[src/rtl/assert_macros.svh]
// Assertion macros used by the RTL of the pulse train generator core.
// No dependencies; define SYNTH to compile the checks away.
`ifndef ASSERT_MACROS_SVH
`define ASSERT_MACROS_SVH

`ifndef SYNTH
// Same-cycle implication.
`define ASSERT_IMPLIES(lbl, clk, rst_n, ante, cons, msg) \
    lbl: assert property (@(posedge clk) disable iff (!rst_n) (ante) |-> (cons)) \
        else $error(msg);
// Next-cycle implication.
`define ASSERT_NEXT(lbl, clk, rst_n, ante, cons, msg) \
    lbl: assert property (@(posedge clk) disable iff (!rst_n) (ante) |=> (cons)) \
        else $error(msg);
`else
`define ASSERT_IMPLIES(lbl, clk, rst_n, ante, cons, msg)
`define ASSERT_NEXT(lbl, clk, rst_n, ante, cons, msg)
`endif

`endif

[src/rtl/cptg_pkg.sv]
// Package for the counted pulse train generator: constants, codes, payload types.
// No dependencies.
`timescale 1ns / 1ps

package cptg_pkg;

    localparam int unsigned CLOCK_HZ = 16000000;

    // Quotient width of CLOCK_HZ / frequency
    localparam int CLK_W  = $clog2(CLOCK_HZ + 1);
    localparam int CNT_W  = $clog2(CLK_W);
    localparam logic [CLK_W-1:0] CLK_VEC = CLK_W'(CLOCK_HZ);

    localparam int OP_W    = 2;
    localparam int FREQ_W  = 32;
    localparam int MODE_W  = 2;
    localparam int PULSE_W = 31;
    localparam int FAULT_W = 3;
    localparam int TC_W    = 16;
    localparam int IDX_W   = 3;
    localparam int PS_W    = 10;
    localparam int TL_W    = 32;
    localparam int SH_W    = 4;
    localparam int QMAX_W  = 17;
    localparam int QCMP_W  = (CLK_W > QMAX_W) ? CLK_W : QMAX_W;

    localparam logic [OP_W-1:0] OP_TICK   = 2'd0;
    localparam logic [OP_W-1:0] OP_START  = 2'd1;
    localparam logic [OP_W-1:0] OP_STOP   = 2'd2;
    localparam logic [OP_W-1:0] OP_RETUNE = 2'd3;

    localparam logic [MODE_W-1:0] MODE_DISCRETE   = 2'd0;
    localparam logic [MODE_W-1:0] MODE_CONTINUOUS = 2'd1;

    localparam logic [FAULT_W-1:0] FAULT_NONE      = 3'd0;
    localparam logic [FAULT_W-1:0] FAULT_ACTIVE    = 3'd1;
    localparam logic [FAULT_W-1:0] FAULT_ZERO_FREQ = 3'd2;
    localparam logic [FAULT_W-1:0] FAULT_BAD_MODE  = 3'd3;
    localparam logic [FAULT_W-1:0] FAULT_ZERO_PULS = 3'd4;
    localparam logic [FAULT_W-1:0] FAULT_RANGE     = 3'd5;

    localparam int MAX_SET_LEN = 7;
    localparam logic [IDX_W-1:0]  WIDE_SET_LEN   = 3'd5;
    localparam logic [IDX_W-1:0]  NARROW_SET_LEN = 3'd7;
    // Largest quotient that still fits the compare (max compare + 1)
    localparam logic [QMAX_W-1:0] WIDE_Q_MAX     = 17'h10000;
    localparam logic [QMAX_W-1:0] NARROW_Q_MAX   = 17'h00100;

    typedef struct packed {
        logic [OP_W-1:0]    op;
        logic [FREQ_W-1:0]  frequency_hz;
        logic [MODE_W-1:0]  train_mode;
        logic [PULSE_W-1:0] pulse_count;
    } in_item_t;

    typedef struct packed {
        logic               pin_level;
        logic               busy_res;
        logic               accepted;
        logic [FAULT_W-1:0] fault_code;
        logic [TC_W-1:0]    compare_level;
        logic [IDX_W-1:0]   prescale_index;
    } out_item_t;

    typedef struct packed {
        logic              start;
        logic [FREQ_W-1:0] divisor;
    } div_req_t;

    typedef struct packed {
        logic             busy;
        logic             done;
        logic [CLK_W-1:0] quotient;
    } div_sts_t;

    // log2 of the prescaler; an index past the end of the set means 1024
    function automatic logic [SH_W-1:0] div_shift(input logic wide,
                                                  input logic [IDX_W-1:0] idx);
        logic [SH_W-1:0] sh;
        sh = 4'd10;
        if (wide) begin
            case (idx)
                3'd0:    sh = 4'd0;
                3'd1:    sh = 4'd3;
                3'd2:    sh = 4'd6;
                3'd3:    sh = 4'd8;
                default: sh = 4'd10;
            endcase
        end else begin
            case (idx)
                3'd0:    sh = 4'd0;
                3'd1:    sh = 4'd3;
                3'd2:    sh = 4'd5;
                3'd3:    sh = 4'd6;
                3'd4:    sh = 4'd7;
                3'd5:    sh = 4'd8;
                default: sh = 4'd10;
            endcase
        end
        return sh;
    endfunction

endpackage

[src/rtl/cptg_div.sv]
// Restoring divider, one quotient bit per cycle: CLOCK_HZ / divisor.
// Depends on cptg_pkg.
`timescale 1ns / 1ps

module cptg_div (
    input  logic                clk,
    input  logic                rst_n,
    input  cptg_pkg::div_req_t  req,
    output cptg_pkg::div_sts_t  sts
);

    logic                           busy_reg, busy_next;
    logic                           done_reg, done_next;
    logic [cptg_pkg::CNT_W-1:0]     cnt_reg, cnt_next;
    logic [cptg_pkg::CLK_W-1:0]     rem_reg, rem_next;
    logic [cptg_pkg::CLK_W-1:0]     quo_reg, quo_next;
    logic [cptg_pkg::FREQ_W-1:0]    dvs_reg, dvs_next;
    logic [cptg_pkg::CLK_W-1:0]     trial;
    logic                           fits;

    // remainder stays below 2^step, so its top bit is free before the shift
    assign trial = {rem_reg[cptg_pkg::CLK_W-2:0], quo_reg[cptg_pkg::CLK_W-1]};
    assign fits  = cptg_pkg::FREQ_W'(trial) >= dvs_reg;

    always_comb
    begin
        busy_next = busy_reg;
        done_next = 1'b0;
        cnt_next  = cnt_reg;
        rem_next  = rem_reg;
        quo_next  = quo_reg;
        dvs_next  = dvs_reg;
        if (req.start)
        begin
            busy_next = 1'b1;
            cnt_next  = '0;
            rem_next  = '0;
            quo_next  = cptg_pkg::CLK_VEC;
            dvs_next  = req.divisor;
        end
        else if (busy_reg)
        begin
            rem_next = fits ? (trial - cptg_pkg::CLK_W'(dvs_reg)) : trial;
            quo_next = {quo_reg[cptg_pkg::CLK_W-2:0], fits};
            cnt_next = cnt_reg + cptg_pkg::CNT_W'(1);
            if (cnt_reg == cptg_pkg::CNT_W'(cptg_pkg::CLK_W - 1))
            begin
                busy_next = 1'b0;
                done_next = 1'b1;
            end
        end
    end

    always_ff @(posedge clk or negedge rst_n)
    begin
        if (!rst_n)
        begin
            busy_reg <= 1'b0;
            done_reg <= 1'b0;
            cnt_reg  <= '0;
        end
        else
        begin
            busy_reg <= busy_next;
            done_reg <= done_next;
            cnt_reg  <= cnt_next;
        end
    end

    always_ff @(posedge clk)
    begin
        rem_reg <= rem_next;
        quo_reg <= quo_next;
        dvs_reg <= dvs_next;
    end

    assign sts.busy     = busy_reg;
    assign sts.done     = done_reg;
    assign sts.quotient = quo_reg;

endmodule

[src/rtl/counted_pulse_train_generator_core.sv]
// Counted pulse train generator: CTC timer with prescaler and shared divider.
// Depends on cptg_pkg, cptg_div and assert_macros.svh.
// Tick, stop and rejected commands give their result in the cycle after acceptance.
// Start/retune past the checks runs the divider; the result is registered once it signals done.
// Throughput: one tick per cycle while results are taken; the divider holds off input.
// Reset (rst_n, async low): timer idle, pin low, no fault, 16-bit timer selected.
`timescale 1ns / 1ps
`include "assert_macros.svh"

module counted_pulse_train_generator_core (
    input  logic                 clk,
    input  logic                 rst_n,
    // command/tick channel
    input  logic                 in_valid,
    output logic                 in_stall,
    input  cptg_pkg::in_item_t   in_item,
    // result channel
    output logic                 out_valid,
    input  logic                 out_stall,
    output cptg_pkg::out_item_t  out_item,
    // timer width register
    input  logic                 cfg_valid,
    output logic                 cfg_ready,
    input  logic                 cfg_data
);

    // Sequencer: idle (one transaction per cycle while results are taken) or waiting on the divider
    localparam logic ST_IDLE = 1'b0;
    localparam logic ST_DIV  = 1'b1;

    logic                               state_reg, state_next;
    logic                               wide_reg, wide_next;
    logic [cptg_pkg::PS_W-1:0]          pc_reg, pc_next;
    logic [cptg_pkg::TC_W-1:0]          tc_reg, tc_next;
    logic [cptg_pkg::TC_W-1:0]          cv_reg, cv_next;
    logic [cptg_pkg::IDX_W-1:0]         choice_reg, choice_next;
    logic                               level_reg, level_next;
    logic [cptg_pkg::TL_W-1:0]          tl_reg, tl_next;
    logic                               running_reg, running_next;
    logic                               endless_reg, endless_next;
    logic [cptg_pkg::FAULT_W-1:0]       fault_reg, fault_next;

    // the pending command, held while the divider runs
    logic                               pend_retune_reg, pend_retune_next;
    logic                               pend_endless_reg, pend_endless_next;
    logic [cptg_pkg::PULSE_W-1:0]       pend_pulses_reg, pend_pulses_next;

    logic                               out_valid_reg, out_valid_next;
    cptg_pkg::out_item_t                out_item_reg, out_item_next;

    logic                               in_accept;
    logic                               load_out;
    logic                               accepted_now;
    logic [cptg_pkg::PS_W-1:0]          pmask;
    logic [cptg_pkg::TL_W-1:0]          tl_dec;

    cptg_pkg::div_req_t                 div_req;
    cptg_pkg::div_sts_t                 div_sts;

    logic                               fit_found;
    logic [cptg_pkg::IDX_W-1:0]         fit_idx;
    logic [cptg_pkg::TC_W-1:0]          fit_cmp;
    logic [cptg_pkg::IDX_W-1:0]         set_len;
    logic [cptg_pkg::QMAX_W-1:0]        q_max;

    cptg_div u_div (
        .clk   (clk),
        .rst_n (rst_n),
        .req   (div_req),
        .sts   (div_sts)
    );

    assign cfg_ready = 1'b1;
    assign in_stall  = (state_reg != ST_IDLE) | (out_valid_reg & out_stall);
    assign in_accept = in_valid & ~in_stall;

    assign set_len = wide_reg ? cptg_pkg::WIDE_SET_LEN : cptg_pkg::NARROW_SET_LEN;
    assign q_max   = wide_reg ? cptg_pkg::WIDE_Q_MAX : cptg_pkg::NARROW_Q_MAX;

    // Prescaler search. P is a power of two, so CLOCK_HZ/(2*P*f) equals the
    // divider quotient shifted right by log2(P)+1. Smallest fitting index wins.
    always_comb
    begin : search
        logic [cptg_pkg::CLK_W-1:0] q_try;
        fit_found = 1'b0;
        fit_idx   = '0;
        fit_cmp   = '0;
        q_try     = '0;
        for (int i = cptg_pkg::MAX_SET_LEN - 1; i >= 0; i--)
        begin
            q_try = div_sts.quotient >>
                    (cptg_pkg::div_shift(wide_reg, cptg_pkg::IDX_W'(i)) +
                     cptg_pkg::SH_W'(1));
            if ((cptg_pkg::IDX_W'(i) < set_len) && (q_try != '0) &&
                (cptg_pkg::QCMP_W'(q_try) <= cptg_pkg::QCMP_W'(q_max)))
            begin
                fit_found = 1'b1;
                fit_idx   = cptg_pkg::IDX_W'(i);
                fit_cmp   = cptg_pkg::TC_W'(q_try - cptg_pkg::CLK_W'(1));
            end
        end
    end

    // prescaler terminal count, looked up in the set selected right now
    assign pmask  = ~({cptg_pkg::PS_W{1'b1}} << cptg_pkg::div_shift(wide_reg, choice_reg));
    assign tl_dec = (tl_reg != '0) ? (tl_reg - cptg_pkg::TL_W'(1)) : tl_reg;

    always_comb
    begin
        state_next        = state_reg;
        wide_next         = cfg_valid ? cfg_data : wide_reg;
        pc_next           = pc_reg;
        tc_next           = tc_reg;
        cv_next           = cv_reg;
        choice_next       = choice_reg;
        level_next        = level_reg;
        tl_next           = tl_reg;
        running_next      = running_reg;
        endless_next      = endless_reg;
        fault_next        = fault_reg;
        pend_retune_next  = pend_retune_reg;
        pend_endless_next = pend_endless_reg;
        pend_pulses_next  = pend_pulses_reg;
        load_out          = 1'b0;
        accepted_now      = 1'b0;
        div_req.start     = 1'b0;
        div_req.divisor   = in_item.frequency_hz;

        case (state_reg)
            ST_IDLE:
            begin
                if (in_accept)
                begin
                    case (in_item.op)
                        cptg_pkg::OP_TICK:
                        begin
                            load_out = 1'b1;
                            if (running_reg)
                            begin
                                if (pc_reg < pmask)
                                begin
                                    pc_next = pc_reg + cptg_pkg::PS_W'(1);
                                end
                                else
                                begin
                                    pc_next = '0;
                                    if (tc_reg != cv_reg)
                                    begin
                                        tc_next = tc_reg + cptg_pkg::TC_W'(1);
                                    end
                                    else
                                    begin
                                        // compare match: toggle; a discrete train counts toward the end
                                        tc_next    = '0;
                                        level_next = ~level_reg;
                                        if (!endless_reg)
                                        begin
                                            tl_next = tl_dec;
                                            if (tl_dec == '0)
                                            begin
                                                level_next   = 1'b0;
                                                running_next = 1'b0;
                                            end
                                        end
                                    end
                                end
                            end
                        end
                        cptg_pkg::OP_STOP:
                        begin
                            load_out     = 1'b1;
                            level_next   = 1'b0;
                            running_next = 1'b0;
                        end
                        cptg_pkg::OP_START:
                        begin
                            pend_retune_next  = 1'b0;
                            pend_endless_next =
                                (in_item.train_mode == cptg_pkg::MODE_CONTINUOUS);
                            pend_pulses_next  = in_item.pulse_count;
                            // fault priority: zero pulses, bad mode, zero freq, active
                            if ((in_item.train_mode == cptg_pkg::MODE_DISCRETE) &&
                                (in_item.pulse_count == '0))
                            begin
                                load_out   = 1'b1;
                                fault_next = cptg_pkg::FAULT_ZERO_PULS;
                            end
                            else if (in_item.train_mode > cptg_pkg::MODE_CONTINUOUS)
                            begin
                                load_out   = 1'b1;
                                fault_next = cptg_pkg::FAULT_BAD_MODE;
                            end
                            else if (in_item.frequency_hz == '0)
                            begin
                                load_out   = 1'b1;
                                fault_next = cptg_pkg::FAULT_ZERO_FREQ;
                            end
                            else if (running_reg)
                            begin
                                load_out   = 1'b1;
                                fault_next = cptg_pkg::FAULT_ACTIVE;
                            end
                            else
                            begin
                                div_req.start = 1'b1;
                                state_next    = ST_DIV;
                            end
                        end
                        cptg_pkg::OP_RETUNE:
                        begin
                            pend_retune_next = 1'b1;
                            // silent reject when idle or with zero frequency
                            if (!running_reg || (in_item.frequency_hz == '0))
                            begin
                                load_out = 1'b1;
                            end
                            else
                            begin
                                div_req.start = 1'b1;
                                state_next    = ST_DIV;
                            end
                        end
                        default:
                        begin
                            load_out = 1'b1;
                        end
                    endcase
                end
            end
            ST_DIV:
            begin
                if (div_sts.done)
                begin
                    load_out   = 1'b1;
                    state_next = ST_IDLE;
                    if (!fit_found)
                    begin
                        fault_next = cptg_pkg::FAULT_RANGE;
                    end
                    else
                    begin
                        accepted_now = 1'b1;
                        cv_next      = fit_cmp;
                        choice_next  = fit_idx;
                        pc_next      = '0;
                        tc_next      = '0;
                        if (!pend_retune_reg)
                        begin
                            level_next   = 1'b0;
                            endless_next = pend_endless_reg;
                            if (!pend_endless_reg)
                            begin
                                tl_next = {pend_pulses_reg, 1'b0};
                            end
                            running_next = 1'b1;
                        end
                    end
                end
            end
            default:
            begin
                state_next = ST_IDLE;
            end
        endcase
    end

    // Result register: refilled on a new result, drained when not stalled
    assign out_valid_next = load_out | (out_valid_reg & out_stall);

    always_comb
    begin
        out_item_next = out_item_reg;
        if (load_out)
        begin
            out_item_next.pin_level      = level_next;
            out_item_next.busy_res       = running_next;
            out_item_next.accepted       = accepted_now;
            out_item_next.fault_code     = fault_next;
            out_item_next.compare_level  = cv_next;
            out_item_next.prescale_index = choice_next;
        end
    end

    always_ff @(posedge clk or negedge rst_n)
    begin
        if (!rst_n)
        begin
            state_reg     <= ST_IDLE;
            wide_reg      <= 1'b1;
            pc_reg        <= '0;
            tc_reg        <= '0;
            cv_reg        <= '0;
            choice_reg    <= '0;
            level_reg     <= 1'b0;
            tl_reg        <= '0;
            running_reg   <= 1'b0;
            endless_reg   <= 1'b0;
            fault_reg     <= cptg_pkg::FAULT_NONE;
            out_valid_reg <= 1'b0;
        end
        else
        begin
            state_reg     <= state_next;
            wide_reg      <= wide_next;
            pc_reg        <= pc_next;
            tc_reg        <= tc_next;
            cv_reg        <= cv_next;
            choice_reg    <= choice_next;
            level_reg     <= level_next;
            tl_reg        <= tl_next;
            running_reg   <= running_next;
            endless_reg   <= endless_next;
            fault_reg     <= fault_next;
            out_valid_reg <= out_valid_next;
        end
    end

    always_ff @(posedge clk)
    begin
        pend_retune_reg  <= pend_retune_next;
        pend_endless_reg <= pend_endless_next;
        pend_pulses_reg  <= pend_pulses_next;
        out_item_reg     <= out_item_next;
    end

    assign out_valid = out_valid_reg;
    assign out_item  = out_item_reg;

    `ASSERT_IMPLIES(a_div_out_empty, clk, rst_n, state_reg == ST_DIV, !out_valid_reg, "result pending while divider runs")
    `ASSERT_IMPLIES(a_done_in_div, clk, rst_n, div_sts.done, state_reg == ST_DIV, "divider finished outside a command")
    `ASSERT_IMPLIES(a_div_alive, clk, rst_n, (state_reg == ST_DIV) && !div_sts.done, div_sts.busy, "sequencer waits on an idle divider")
    `ASSERT_IMPLIES(a_count_live, clk, rst_n, running_reg && !endless_reg, tl_reg != '0, "discrete train running with no toggles left")
    `ASSERT_NEXT(a_stop_low, clk, rst_n, in_accept && (in_item.op == cptg_pkg::OP_STOP), !running_reg && !level_reg, "stop left the train running")

endmodule
[config.mk]
export PLATFORM = sky130hd
export DESIGN_NAME = counted_pulse_train_generator_core
export DESIGN_NICKNAME = d
export VERILOG_FILES = /design/src/rtl/cptg_pkg.sv /design/src/rtl/cptg_div.sv /design/src/rtl/counted_pulse_train_generator_core.sv
export VERILOG_INCLUDE_DIRS = /design/src /design/src/rtl
export SDC_FILE = /design/constraint.sdc
export NUM_CORES = 1
export LEC_CHECK = 0
export ABC_AREA = 1
export BUFFER_PORTS_ARGS = -buffer_cell sky130_fd_sc_hd__buf_2
export CAP_MARGIN = 20
export CORE_UTILIZATION = 30
export CTS_CLUSTER_DIAMETER = 30
export CTS_CLUSTER_SIZE = 28
export DETAILED_ROUTE_END_ITERATION = 10
export RECOVER_POWER = 100
export SLEW_MARGIN = 40
export SYNTH_ARGS = -nofsm -noshare
export SYNTH_HDL_FRONTEND = slang
export SYNTH_SLANG_ARGS = --single-unit
[constraint.sdc]
create_clock -name clk -period 3.51 [get_ports clk]
set_input_delay 0 -clock clk [delete_from_list [all_inputs] [get_ports clk]]
set_output_delay 0 -clock clk [all_outputs]
set_load 0.03 [all_outputs]
==> flow_metrics.py <==
metrics = {
    "worst_setup_path": {
        "worstRegToRegCells": 16,
        "r2r-start": "wide_reg",
        "path_cells": "clkbuf_2, buf_4, a21oi_1, ha_1, nand2_1, nor3_2, nand3_2, nor2_4, nand4_1, nand2_2, buf_4, nand2_1, nor2_1, a21oi_1, o21bai_1, nand2_1",
        "critPathKind": "reg -> reg",
        "critPathBufInv": 3,
        "r2r-end": "out_item[4]",
        "critPathLaunchType": "flip-flop",
        "crit_required_ns": 3.79,
        "worst-r2r-setup-slack_ns": 0.16,
        "cpMaxStageDelayCell": "dfstp_2",
        "cp.arrival_ns": 3.62,
        "end_kind": "flip-flop",
        "cpLargestDelayFamily": "simple AND/OR/NAND/NOR gates",
        "worstPathMaxFanout": 25,
        "critical-path-max-stage-delay_ns": 0.40,
        "cpMostUsedCell": "nand2_1",
    },
    "global_route": {
        "track_usage_pct": 19.5,
        "grt-ovfl-total": 0,
        "grt_pass1_wl_um": 83100,
        "busiest_layer": "met2",
        "grt_util_met1_pct": 26.2,
        "grt_pass1_vias": 15202,
        "use_met2_pct": 31.6,
        "antenna_found_initial": 0,
        "grtUsageMet3_pct": 3.20,
        "grt_max_degree": 75,
    },
    "timing": {
        "fmax_mhz": 299,
        "fin_hold_ws_ns": 0.0829,
        "fin_crit_ns": 3.35,
        "setup_viol": 0,
        "grt_setup_unrepaired": "no",
        "setup_slack_ns": 0.163,
        "hold_violations": 0,
        "fin_tns_setup_ns": 0,
        "finClkSkew_ns": 0.0408,
        "max_slew_margin_pct": -0.153,
        "final.period_utilization_pct": 95.3,
        "maxSlewViolCount": 23,
        "worst_pin_slew_ns": 1.50,
    },
    "logic_synthesis": {
        "yosysSeqAreaShare_pct": 37.6,
        "syn_area_per_cell_um2": 7.22,
        "synth_edf_count": 90,
        "synthCells": 2199,
        "synth-main-ff-cell": "dfrtp_1",
        "async_reset_ff_share_pct": 40.4,
        "synth_cell_types": 60,
        "syn_nets": 2329,
        "yosysWarningCount": 0,
        "ys_seq_elements": 230,
        "syn_area_um2": 15900,
    },
    "die": {
        "initial_utilization_pct": 30.6,
        "die_x_um": 232,
        "coreArea_um2": 51800,
        "rows": 83,
        "io_pins": 101,
        "die_height_um": 232,
        "dieArea_um2": 53800,
    },
    "final_layout": {
        "layout_commonest_cell": "nand2_1",
        "layout.cells.non_filler": 3141,
        "drive_above_1_share_pct": 9.35,
        "final_cell_mix": "nand2_1 (571), nor2_1 (253), inv_1 (211)",
        "regArea_um2": 5970,
        "nFillCells": 5408,
        "syn2layout_area_growth_pct": 24.1,
        "multi_input_area_um2": 8630,
        "antenna_cells": 0,
        "fin_nets": 2548,
    },
    "drt": {
        "routed_wirelength_um": 53300,
        "wl_per_cell_um": 17.0,
        "drt_iter0_drc": 1359,
        "drcViolationCount": 0,
        "vias": 15759,
        "drt_first_pass_iters": 5,
        "ant_nets": 0,
        "routed_via_density": 5.02,
    },
    "pwr": {
        "clockPowerShare_pct": 23.1,
        "p_seq_share_pct": 21.6,
        "cellLeakagePower_nw": 9.11,
        "p_int_w": 0.0104,
        "p_sw_share_pct": 48.7,
        "combPwrFrac_pct": 55.3,
        "ir_drop_mv": 0.436,
        "switching_power_w": 0.00990,
        "power_density_nw_per_um2": 1030,
    },
    "cts": {
        "cts_tree": "built",
        "cts_buffer_depth": 3,
        "insertion_delay_ns": 0.57,
        "cts_max_level": 2,
        "root_buffer": "clkbuf_16",
        "cts.reportedPaths.clkPinSlew_ns": 0.05,
        "numClockSinks": 230,
        "numCtsBuffers": 51,
    },
    "hold_path": {
        "worstHoldStart": "in_valid",
        "hold_class": "in -> reg",
        "whs_path_depth": 3,
        "hold_end": "pend_retune_reg",
    },
    "placed_design": {
        "io_buffer_count": 99,
        "dpl.hpwl_um": 40200,
        "dp_cells": 2965,
        "gp_congestion": 1.00,
        "place_ws_ns": 0.0420,
    },
    "status": {
        "violations": "capacitance limit, slew limit",
        "status": "finished, violations left",
    },
    "job": {
        "drv_cap": 1,
    },
}
cells in the mapped netlist (all sizes together), types with 37 or more instances:
master / count / area share, %
ha: 56 / 4.4
nand3: 168 / 5.4
nor2: 272 / 7.0
nor3: 46 / 1.5
a21oi: 95 / 3.0
dfxtp: 47 / 5.9
xor2: 87 / 4.8
inv: 219 / 5.2
nand2: 590 / 14
clkbuf: 37 / 0.87
dfrtp: 92 / 14
edfxtp: 90 / 17
o21ai: 188 / 6.4
buf: 38 / 1.6
final cells by class:
type                    instances  area share, %
multi-input cells            1669           43.8
flip-flops and latches        230           30.3
repair buffers                241           8.50
clock buffers                  66           7.12
inverters                     225           4.32
well taps                     680           4.32
clock inverters                30           1.61
timing repair:
action / CTS / global route
buffers inserted: 0 / 4
hold buffers: 73 / 1
resized for setup: 0 / 11
setup endpoints to repair: 0 / 59
hold endpoints to repair: 147 / 23
routing by layer:
layer | vias to the layer above | wire (um)
met4 | 0 | 1610
met1 | 7332 | 23800
met5 | - | 0
met2 | 575 | 24500
li1 | 7735 | -
met3 | 117 | 3310
metrics by stage:
stage	utilization, %	instance area (um2)	power [W]
floorplan	-	15900	0.0120
global placement	33.5	17400	0.0155
detailed placement	33.5	17400	0.0155
CTS	38.2	19800	0.0204
global route	38.0	19700	0.0219
finish	38.0	19700	0.0203
kinds of logic (layout without fill, tap and decap cells):
group,after synthesis,count (layout),share of synthesized area [%]
AOI/OAI and AO/OA,333,333,11.8
DFF,230,230,37.6
muxes,2,2,0.126
other,1,1,0.0236
and+or+nand+nor,1155,1155,31.4
adders and majority gates,57,57,4.54
xor gates and xnor gates,121,121,6.67
buffers and inverters,300,562,7.81
worst max-delay path by stage:
| stage | slack, ns | start | depth (start not counted) | endpoint |
|---|---|---|---|---|
| 6_report | 0.16 | wide_reg | 16 | out_item[4] |
| 5_1_grt | 0.006 | wide_reg | 20 | out_item[3] |
| 4_1_cts | 0.003 | wide_reg | 17 | out_item[10] |
| 3_5_place_dp | 0.04 | wide_reg | 17 | out_item[10] |
| 3_3_place_gp | 0.15 | wide_reg | 17 | out_item[12] |
| 2_1_floorplan | 0.24 | wide_reg | 17 | tl_reg[1] |
power by group through the flow:
| stage | Sequential (W) | Clock (W) | Combinational (W) |
|---|---|---|---|
| final | 0.00439 | 0.00469 | 0.0112 |
| after global routing | 0.00447 | 0.00494 | 0.0125 |
| after CTS | 0.00438 | 0.00480 | 0.0112 |
| after detailed placement | 0.00441 | 0 | 0.0111 |
| after global placement | 0.00440 | 0 | 0.0111 |
| after floorplan | 0.00424 | 0 | 0.00774 |
worst register-to-register path, stage by stage (launching register included):
cell and delay, ns:
dfstp_2 0.40, clkbuf_2 0.16, buf_4 0.15, a21oi_1 0.16, ha_1 0.21, nand2_1 0.08, nor3_2 0.23, nand3_2 0.14
nor2_4 0.17, nand4_1 0.11, nand2_2 0.12, buf_4 0.29, nand2_1 0.17, nor2_1 0.16, a21oi_1 0.12, o21bai_1 0.28
nand2_1 0.12
No activity file was read; power rests on OpenSTA's default activity.
